**src/rtl/hslp_pkg.sv**
```systemverilog
// hslp_pkg: shared types and constants for the linear-probe hash set.
// Used by hslp_mod, hslp_table and hash_set_linear_probe_core.
package hslp_pkg;

   // table geometry
   localparam int TABLE_DEPTH = 128;
   localparam int SLOT_W      = $clog2(TABLE_DEPTH);
   localparam int CNT_W       = SLOT_W + 1;          // holds 0..TABLE_DEPTH
   localparam int KEY_W       = 32;
   localparam int BITCNT_W    = $clog2(KEY_W);
   localparam int SIZE_W      = 8;
   localparam logic [SIZE_W-1:0] SIZE_RESET = 8'd128;

   // operation codes
   typedef enum logic [1:0] {
      OP_FIND   = 2'd0,
      OP_ADD    = 2'd1,
      OP_REMOVE = 2'd2
   } op_type;

   // slot marks
   typedef enum logic [1:0] {
      MARK_EMPTY   = 2'd0,
      MARK_FILLED  = 2'd1,
      MARK_DELETED = 2'd2
   } mark_type;

   // table access from the controller
   typedef struct packed {
      logic              rd_en;
      logic [SLOT_W-1:0] rd_addr;
      logic              wr_key_en;
      logic              wr_mark_en;
      logic [SLOT_W-1:0] wr_addr;
      logic [KEY_W-1:0]  wr_key;
      mark_type          wr_mark;
   } tbl_req_type;

   // registered read data from the table
   typedef struct packed {
      mark_type         mark;
      logic [KEY_W-1:0] key;
   } tbl_rsp_type;

endpackage

```
**src/rtl/hash_set_linear_probe_core.sv**
```systemverilog
// hash_set_linear_probe_core: top level of the linear-probe hash set.
// Instantiates hslp_mod and hslp_table; uses hslp_pkg.
//
//   channel | dir | handshake                | payload
//   req     | in  | req_tvalid / req_tready  | tuser: op, tdata: key
//   rsp     | out | rsp_tvalid / rsp_tready  | tdata: ok
//   csr     | in  | csr_we                   | csr_wdata: table_size
//
// An item is accepted, its key reduced mod table_size in the bit-serial mod
// unit, then each probed slot (1..table_size) is read from memory and checked.
// An invalid op skips the mod unit and the probe and answers with ok clear.
// Reset is synchronous; slot marks read as empty through per-slot valid
// bits, so no clearing pass is needed. A result waiting on rsp_tready does
// not block accepting the next item; only finishing it waits.
module hash_set_linear_probe_core (
   input  logic        clock,
   input  logic        reset,
   // request channel
   input  logic        req_tvalid,
   output logic        req_tready,
   input  logic [31:0] req_tdata,   // [31:0] key
   input  logic [1:0]  req_tuser,   // [1:0] op
   // response channel
   output logic        rsp_tvalid,
   input  logic        rsp_tready,
   output logic [7:0]  rsp_tdata,   // [0] ok, [7:1] zero
   // configuration
   input  logic        csr_we,
   input  logic [7:0]  csr_wdata    // table_size
);

   typedef enum logic [2:0] {
      ST_IDLE,
      ST_HASH,
      ST_READ,
      ST_CHECK,
      ST_DONE
   } state_type;

   state_type                       state_ff, state_in;
   logic [1:0]                      op_ff, op_in;
   logic [hslp_pkg::KEY_W-1:0]      key_ff, key_in;
   logic [hslp_pkg::CNT_W-1:0]      n_ff, n_in;
   logic [hslp_pkg::SLOT_W-1:0]     pos_ff, pos_in;
   logic [hslp_pkg::CNT_W-1:0]      cnt_ff, cnt_in;
   logic                            ok_ff, ok_in;
   logic                            rsp_valid_ff, rsp_valid_in;
   logic                            rsp_ok_ff, rsp_ok_in;
   logic [hslp_pkg::SIZE_W-1:0]     size_ff;

   logic [hslp_pkg::CNT_W-1:0]      live_n;
   logic                            accept;
   logic                            op_valid;
   logic                            mod_start;
   logic                            mod_done;
   logic [hslp_pkg::SLOT_W-1:0]     mod_rem;
   logic [hslp_pkg::CNT_W-1:0]      pos_inc;
   logic [hslp_pkg::CNT_W-1:0]      cnt_inc;
   logic                            hit;
   hslp_pkg::tbl_req_type           tbl_req;
   hslp_pkg::tbl_rsp_type           tbl_rsp;

   // table size register
   always_ff @(posedge clock) begin
      if (reset) begin
         size_ff <= hslp_pkg::SIZE_RESET;
      end else if (csr_we) begin
         size_ff <= csr_wdata;
      end
   end

   // clamp size to 1..TABLE_DEPTH
   always_comb begin
      if (size_ff == '0) begin
         live_n = hslp_pkg::CNT_W'(1);
      end else if (32'(size_ff) > 32'(hslp_pkg::TABLE_DEPTH)) begin
         live_n = hslp_pkg::CNT_W'(hslp_pkg::TABLE_DEPTH);
      end else begin
         live_n = hslp_pkg::CNT_W'(size_ff);
      end
   end

   assign req_tready = (state_ff == ST_IDLE);
   assign accept     = req_tvalid && req_tready;
   assign op_valid   = (req_tuser == hslp_pkg::OP_FIND) || (req_tuser == hslp_pkg::OP_ADD) ||
                       (req_tuser == hslp_pkg::OP_REMOVE);
   assign mod_start  = accept && op_valid;

   hslp_mod u_mod (
      .clock     (clock),
      .reset     (reset),
      .start     (mod_start),
      .dividend  (req_tdata),
      .divisor   (live_n),
      .done      (mod_done),
      .remainder (mod_rem)
   );

   hslp_table u_table (
      .clock   (clock),
      .reset   (reset),
      .tbl_req (tbl_req),
      .tbl_rsp (tbl_rsp)
   );

   assign pos_inc = {1'b0, pos_ff} + 1'b1;
   assign cnt_inc = cnt_ff + 1'b1;
   assign hit     = (tbl_rsp.mark == hslp_pkg::MARK_FILLED) && (tbl_rsp.key == key_ff);

   // probe sequencer
   always_comb begin
      state_in     = state_ff;
      op_in        = op_ff;
      key_in       = key_ff;
      n_in         = n_ff;
      pos_in       = pos_ff;
      cnt_in       = cnt_ff;
      ok_in        = ok_ff;
      rsp_valid_in = rsp_valid_ff && !rsp_tready;
      rsp_ok_in    = rsp_ok_ff;

      tbl_req            = '0;
      tbl_req.rd_addr    = pos_ff;
      tbl_req.wr_addr    = pos_ff;
      tbl_req.wr_key     = key_ff;
      tbl_req.wr_mark    = hslp_pkg::MARK_FILLED;

      case (state_ff)
         ST_IDLE: begin
            if (accept) begin
               op_in  = req_tuser;
               key_in = req_tdata;
               n_in   = live_n;
               ok_in  = 1'b0;
               state_in = op_valid ? ST_HASH : ST_DONE;
            end
         end
         ST_HASH: begin
            if (mod_done) begin
               pos_in   = mod_rem;
               cnt_in   = '0;
               state_in = ST_READ;
            end
         end
         ST_READ: begin
            tbl_req.rd_en = 1'b1;
            state_in      = ST_CHECK;
         end
         ST_CHECK: begin
            state_in = ST_READ;
            // step to the next slot with wraparound
            pos_in   = (pos_inc == n_ff) ? '0 : pos_inc[hslp_pkg::SLOT_W-1:0];
            cnt_in   = cnt_inc;
            if (cnt_inc == n_ff) begin
               state_in = ST_DONE;
            end
            if (op_ff == hslp_pkg::OP_ADD) begin
               if (tbl_rsp.mark == hslp_pkg::MARK_EMPTY ||
                   tbl_rsp.mark == hslp_pkg::MARK_DELETED) begin
                  tbl_req.wr_key_en  = 1'b1;
                  tbl_req.wr_mark_en = 1'b1;
                  ok_in    = 1'b1;
                  state_in = ST_DONE;
               end
            end else begin
               if (hit) begin
                  ok_in    = 1'b1;
                  state_in = ST_DONE;
                  if (op_ff == hslp_pkg::OP_REMOVE) begin
                     tbl_req.wr_mark_en = 1'b1;
                     tbl_req.wr_mark    = hslp_pkg::MARK_DELETED;
                  end
               end else if (tbl_rsp.mark == hslp_pkg::MARK_EMPTY) begin
                  state_in = ST_DONE;
               end
            end
         end
         ST_DONE: begin
            // hand over once the output register is free
            if (!rsp_valid_ff || rsp_tready) begin
               rsp_valid_in = 1'b1;
               rsp_ok_in    = ok_ff;
               state_in     = ST_IDLE;
            end
         end
         default: begin
            state_in = ST_IDLE;
         end
      endcase
   end

   always_ff @(posedge clock) begin
      if (reset) begin
         state_ff     <= ST_IDLE;
         rsp_valid_ff <= 1'b0;
      end else begin
         state_ff     <= state_in;
         rsp_valid_ff <= rsp_valid_in;
      end
      op_ff     <= op_in;
      key_ff    <= key_in;
      n_ff      <= n_in;
      pos_ff    <= pos_in;
      cnt_ff    <= cnt_in;
      ok_ff     <= ok_in;
      rsp_ok_ff <= rsp_ok_in;
   end

   assign rsp_tvalid = rsp_valid_ff;
   assign rsp_tdata  = {7'b0, rsp_ok_ff};

endmodule

```
**src/rtl/hslp_mod.sv**
```systemverilog
// hslp_mod: bit-serial key mod table-size unit, one key bit per cycle.
// Depends on hslp_pkg.
module hslp_mod (
   input  logic                          clock,
   input  logic                          reset,
   input  logic                          start,
   input  logic [hslp_pkg::KEY_W-1:0]    dividend,
   input  logic [hslp_pkg::CNT_W-1:0]    divisor,
   output logic                          done,
   output logic [hslp_pkg::SLOT_W-1:0]   remainder
);

   logic                            busy_ff, busy_in;
   logic                            done_ff, done_in;
   logic [hslp_pkg::BITCNT_W-1:0]   cnt_ff, cnt_in;
   logic [hslp_pkg::KEY_W-1:0]      dvd_ff, dvd_in;
   logic [hslp_pkg::CNT_W-1:0]      dvs_ff, dvs_in;
   logic [hslp_pkg::CNT_W-1:0]      rem_ff, rem_in;
   logic [hslp_pkg::CNT_W-1:0]      partial;

   // restoring step: shift in the next key bit, subtract when it fits
   always_comb begin
      partial = {rem_ff[hslp_pkg::SLOT_W-1:0], dvd_ff[hslp_pkg::KEY_W-1]};
      busy_in = busy_ff;
      done_in = 1'b0;
      cnt_in  = cnt_ff;
      dvd_in  = dvd_ff;
      dvs_in  = dvs_ff;
      rem_in  = rem_ff;
      if (start) begin
         busy_in = 1'b1;
         cnt_in  = hslp_pkg::BITCNT_W'(hslp_pkg::KEY_W - 1);
         dvd_in  = dividend;
         dvs_in  = divisor;
         rem_in  = '0;
      end else if (busy_ff) begin
         dvd_in = {dvd_ff[hslp_pkg::KEY_W-2:0], 1'b0};
         rem_in = (partial >= dvs_ff) ? partial - dvs_ff : partial;
         cnt_in = cnt_ff - 1'b1;
         if (cnt_ff == '0) begin
            busy_in = 1'b0;
            done_in = 1'b1;
         end
      end
   end

   always_ff @(posedge clock) begin
      if (reset) begin
         busy_ff <= 1'b0;
         done_ff <= 1'b0;
      end else begin
         busy_ff <= busy_in;
         done_ff <= done_in;
      end
      cnt_ff <= cnt_in;
      dvd_ff <= dvd_in;
      dvs_ff <= dvs_in;
      rem_ff <= rem_in;
   end

   assign done      = done_ff;
   assign remainder = rem_ff[hslp_pkg::SLOT_W-1:0];

endmodule

```
**src/rtl/hslp_table.sv**
```systemverilog
// hslp_table: slot key and slot mark memories with a registered read.
// Marks read as empty until a slot's valid bit is set. Depends on hslp_pkg.
module hslp_table (
   input  logic                  clock,
   input  logic                  reset,
   input  hslp_pkg::tbl_req_type tbl_req,
   output hslp_pkg::tbl_rsp_type tbl_rsp
);

   logic [hslp_pkg::KEY_W-1:0] key_mem  [hslp_pkg::TABLE_DEPTH];
   hslp_pkg::mark_type         mark_mem [hslp_pkg::TABLE_DEPTH];
   logic [hslp_pkg::TABLE_DEPTH-1:0] valid_ff;

   logic [hslp_pkg::KEY_W-1:0] rd_key_ff;
   hslp_pkg::mark_type         rd_mark_ff;
   logic                       rd_valid_ff;

   // per-slot valid bits, cleared by reset
   always_ff @(posedge clock) begin
      if (reset) begin
         valid_ff <= '0;
      end else if (tbl_req.wr_mark_en) begin
         valid_ff[tbl_req.wr_addr] <= 1'b1;
      end
   end

   // memory writes
   always_ff @(posedge clock) begin
      if (tbl_req.wr_key_en) begin
         key_mem[tbl_req.wr_addr] <= tbl_req.wr_key;
      end
      if (tbl_req.wr_mark_en) begin
         mark_mem[tbl_req.wr_addr] <= tbl_req.wr_mark;
      end
   end

   // registered reads
   always_ff @(posedge clock) begin
      if (tbl_req.rd_en) begin
         rd_key_ff   <= key_mem[tbl_req.rd_addr];
         rd_mark_ff  <= mark_mem[tbl_req.rd_addr];
         rd_valid_ff <= valid_ff[tbl_req.rd_addr];
      end
   end

   assign tbl_rsp.key  = rd_key_ff;
   assign tbl_rsp.mark = rd_valid_ff ? rd_mark_ff : hslp_pkg::MARK_EMPTY;

endmodule
```
**config.mk**
```make
export PLATFORM = sky130hd
export DESIGN_NAME = hash_set_linear_probe_core
export DESIGN_NICKNAME = d
export VERILOG_FILES = /design/src/rtl/hslp_pkg.sv /design/src/rtl/hash_set_linear_probe_core.sv /design/src/rtl/hslp_mod.sv /design/src/rtl/hslp_table.sv
export SDC_FILE = /design/constraint.sdc
export NUM_CORES = 2
export LEC_CHECK = 0
export BUFFER_PORTS_ARGS = -buffer_cell sky130_fd_sc_hd__buf_4
export CAP_MARGIN = 40
export CELL_PAD_IN_SITES_DETAIL_PLACEMENT = 1
export CELL_PAD_IN_SITES_GLOBAL_PLACEMENT = 2
export CORE_MARGIN = 5
export CORE_UTILIZATION = 47
export CTS_BUF_LIST = sky130_fd_sc_hd__clkbuf_2 sky130_fd_sc_hd__clkbuf_4 sky130_fd_sc_hd__clkbuf_8
export CTS_CLUSTER_DIAMETER = 120
export CTS_CLUSTER_SIZE = 24
export DETAILED_ROUTE_END_ITERATION = 10
export MAX_ROUTING_LAYER = met4
export PLACE_DENSITY = 0.82
export SETUP_SLACK_MARGIN = 0.02
export SYNTH_ARGS = -nofsm -noshare
export SYNTH_HDL_FRONTEND = slang
export SYNTH_MEMORY_MAX_BITS = 65536
export SYNTH_SLANG_ARGS = --single-unit
export TNS_END_PERCENT = 30
```
**constraint.sdc**
```tcl
create_clock -name clock -period 13.65 [get_ports clock]
set_input_delay 1.365 -clock clock [delete_from_list [all_inputs] [get_ports clock]]
set_output_delay 1.365 -clock clock [all_outputs]
set_load 0.1 [all_outputs]
```
==> impl_metrics.ini <==
[detailed_routing]
drc = 0
total_via_count_after_detailed_routing = 110241
wl_per_cell_um = 44.6
totalWireLength_mm = 681
ant_nets = 0
detailedRoute.firstPassIterationCount = 11
drt-vias-per-instance = 7.22
detailedRoute.firstIterationViolations = 22431

[cells_and_area]
finish.net_count = 10148
mostFrequentLayoutCell = sky130_fd_sc_hd__edfxtp_1
seq_area_mm2 = 0.138
layout.cells.non_filler = 15276
final.fill_count = 34869
flow.area_growth_from_synthesis_pct = 7.48
area_of_combinational_cells_with_multiple_inputs_mm2 = 0.0406
layout_common_cells = sky130_fd_sc_hd__edfxtp_1, sky130_fd_sc_hd__buf_4, sky130_fd_sc_hd__a221oi_1
drive_gt1_frac = 0.193

[clock_tree]
clk_root_buffer_cell = sky130_fd_sc_hd__clkbuf_8
clk_pin_slew_ps = 150
cts_setup_buffers = 0
cts_buffer_depth = 4
holdBufCountCts = 0
total_clock_sinks = 4640
cts_made_buffers = 216
clk_latency_worst_skew_pair_ps = 1310
ctsResizeCount = 0
clock_tree_from_tritoncts = done
cts-htree-levels = 4

[die]
site_rows = 227
area_enclosed_by_the_die_boundary_mm2 = 0.398
core_mm2 = 0.383
start_util = 0.473
die_width_um = 631
die_y_um = 631
io_count = 57

[sta]
clock_skew_ps = 183
tightest_slew_ps = 1360
post-route-min-period_ps = 6230
rsz0062_at_grt = false
hold_viol_final = 0
drv_slew = 0
final.setup.worst_slack_ps = 7420
max_clock_freq_mhz = 160
totalNegativeSetupSlack_ps = 0
final_min_period_over_clock_period = 0.457
slew-limit-headroom = 0.0963
final-setup-viol-count = 0

[hold_path]
timing.hold.worst.start = req_tdata[3]
hold_class = input pin to flop

[logic_synthesis]
fraction_of_registers_with_async_set_or_reset_after_synthesis = 0
yosysWarningCount = 0
synth_cell_type_count = 92
ys_dominant_reg_cell = sky130_fd_sc_hd__edfxtp_1
synth.yosys.seq_area_share = 0.761
synth_area_mm2 = 0.181
synth_edf_count = 4486
syn-instance-count = 9945
avgSynthCellArea_um2 = 18.2
ys_ff_latch = 4640

[pwr]
power.share.clock = 0.256
netSwitchingFraction = 0.226
power.net_switching_w = 0.00509
combinationalPowerShare = 0.047
cell_internal_pwr_w = 0.0175
power-per-cell-area_mw_per_mm2 = 116
p_seq_frac = 0.697
power.ir.vdd_worst_v = 0.0000916
p_leak_nw = 60.2

[grt]
grtUsageTotal = 0.344
overflow = 0
grt_start_max_net_pins = 130
grt_antenna_before_repair = 97
grt_first_pass_wirelength_mm = 921
first_global_vias = 107131

[placement]
portBuffers = 49
place_inst = 14874
place_ws_ps = 7810
gpl.final_weighted_congestion = 1.04
post-dp-hpwl_mm = 414

[critical_path]
arrival_ps = 7110
startpoint = key_ff[1]
reg2reg_from = key_ff[1]
crit_type = flop to flop
critical_path.endpoint_type = flop
critPathLaunchType = flop
worstPathMaxFanout = 129
timing.critical_path.required_ps = 14530

[outcome]
outcome = finished, final reports clean

[job]
cap_violations = 0
[per-stage QoR]
| stage | power [W] | hold WS, ps | util | cell area [um^2] |
|---|---|---|---|---|
| 6_report | 0.0226 | 294 | 0.508 | 195000 |
| 5_1_grt | 0.0232 | 255 | 0.508 | 194000 |
| 4_1_cts | 0.0225 | 223 | 0.507 | 194000 |
| 3_5_place_dp | 0.0171 | 443 | 0.498 | 191000 |
| 3_3_place_gp | 0.0170 | 432 | 0.494 | 189000 |
| 2_1_floorplan | 0.0165 | 400 | - | 181000 |
[final cells by class]
cell class / count / area share
clock buffers: 246 / 0.0165
repair buffers: 682 / 0.0311
inverters: 27 / 0.000637
clock inverters: 14 / 0.000759
diodes: 108 / 0.00139
well taps: 5038 / 0.0324
multi-input cells: 4521 / 0.209
flip-flops and latches: 4640 / 0.708
[final timing paths]
path / to / slack (ps) / depth (start not counted)
setup / recovery: u_table.mark_mem[125][0] / 7420 / 12
hold reg to reg: u_table.valid_ff[25] / 480 / 2
hold / removal: key_ff[3] / 290 / 1
setup reg to reg: u_table.mark_mem[125][0] / 7420 / 12
[power by group through the flow]
stage                     clock network, W  logic (W)  registers [W]
after floorplan                          0   0.000345         0.0162
after global placement                   0   0.000938         0.0161
after detailed placement                 0    0.00102         0.0161
after CTS                          0.00575    0.00102         0.0157
after global routing               0.00635    0.00107         0.0157
final                              0.00578    0.00106         0.0157
[critical path, stage by stage, from the launching register on]
cell and delay (ps):
sky130_fd_sc_hd__edfxtp_1 400, sky130_fd_sc_hd__buf_12 430, sky130_fd_sc_hd__xor2_1 170, sky130_fd_sc_hd__nor4_1 840, sky130_fd_sc_hd__nand4_1 640, sky130_fd_sc_hd__nor4_4 770
sky130_fd_sc_hd__buf_4 470, sky130_fd_sc_hd__nor2_4 60, sky130_fd_sc_hd__buf_4 340, sky130_fd_sc_hd__buf_4 430, sky130_fd_sc_hd__buf_4 370, sky130_fd_sc_hd__buf_16 270
sky130_fd_sc_hd__nor3_1 320
[logic make-up (layout without fill, tap and decap cells)]
logic type                 Yosys count  after routing  synth area share
DFF                               4640           4640             0.761
adders and majority gates           13             13          0.000940
muxes                             1169           1169            0.0963
and+or+nand+nor                   1307           1307            0.0337
other                                1            115         0.0000207
AOI/OAI and AO/OA                 1960           1960            0.0826
xor gates and xnor gates            65             65           0.00322
buffers and inverters              790            969            0.0218
[state kept, by name (all words and copies together), names as in the netlist]
signal               flops
u_table.rd_valid_ff      1
u_mod.cnt_ff             5
u_table.mark_mem       256
ok_ff                    1
rsp_tvalid               1
state_ff                 3
u_mod.busy_ff            1
cnt_ff                   8
key_ff                  32
pos_ff                   7
rsp_ok_ff                1
size_ff                  8
u_table.rd_mark_ff       2
u_mod.done               1
u_mod.dvs_ff             8
u_table.rd_key_ff       32
u_table.key_mem       4096
u_mod.rem_ff             7
u_table.valid_ff       128
u_mod.dvd_ff            32
n_ff                     8
op_ff                    2
[synth_stat cells (all sizes together), types with 10 or more instances]
cell	n	area (um^2)
nand4	24	150
a211oi	24	180
nand2	461	1730
a22o	51	447
xor2	42	368
a22oi	257	1930
mux4	422	9500
mux2	359	4050
xnor2	22	193
a221o	87	871
o221ai	47	412
or4	13	97.6
buf	476	2770
a211o	10	87.6
ha	12	150
a221oi	507	4450
o22a	51	447
a222oi	19	190
nor3b	10	85.1
nand3	56	280
clkbuf	287	1080
o22ai	138	863
edfxtp	4486	135000
inv	23	86.3
o21ai	227	1140
nor2b	22	138
nor3	143	716
and2	16	100
nor4	15	100
nor2	328	1230
o211ai	26	195
mux2i	388	3880
and3	12	75.1
a31oi	36	225
dfxtp	154	3080
a21oi	189	946
o41ai	129	1130
o2111ai	12	105
o2bb2ai	57	499
a2111oi	14	129
nand2b	154	963
[routing by layer]
metal  wire length (um)  global-route usage
met5                  0                   -
met4              53300               0.214
met3             104000               0.134
met2             293000               0.478
met1             231000               0.423
Note: power is estimated with default switching activity, not from simulation.
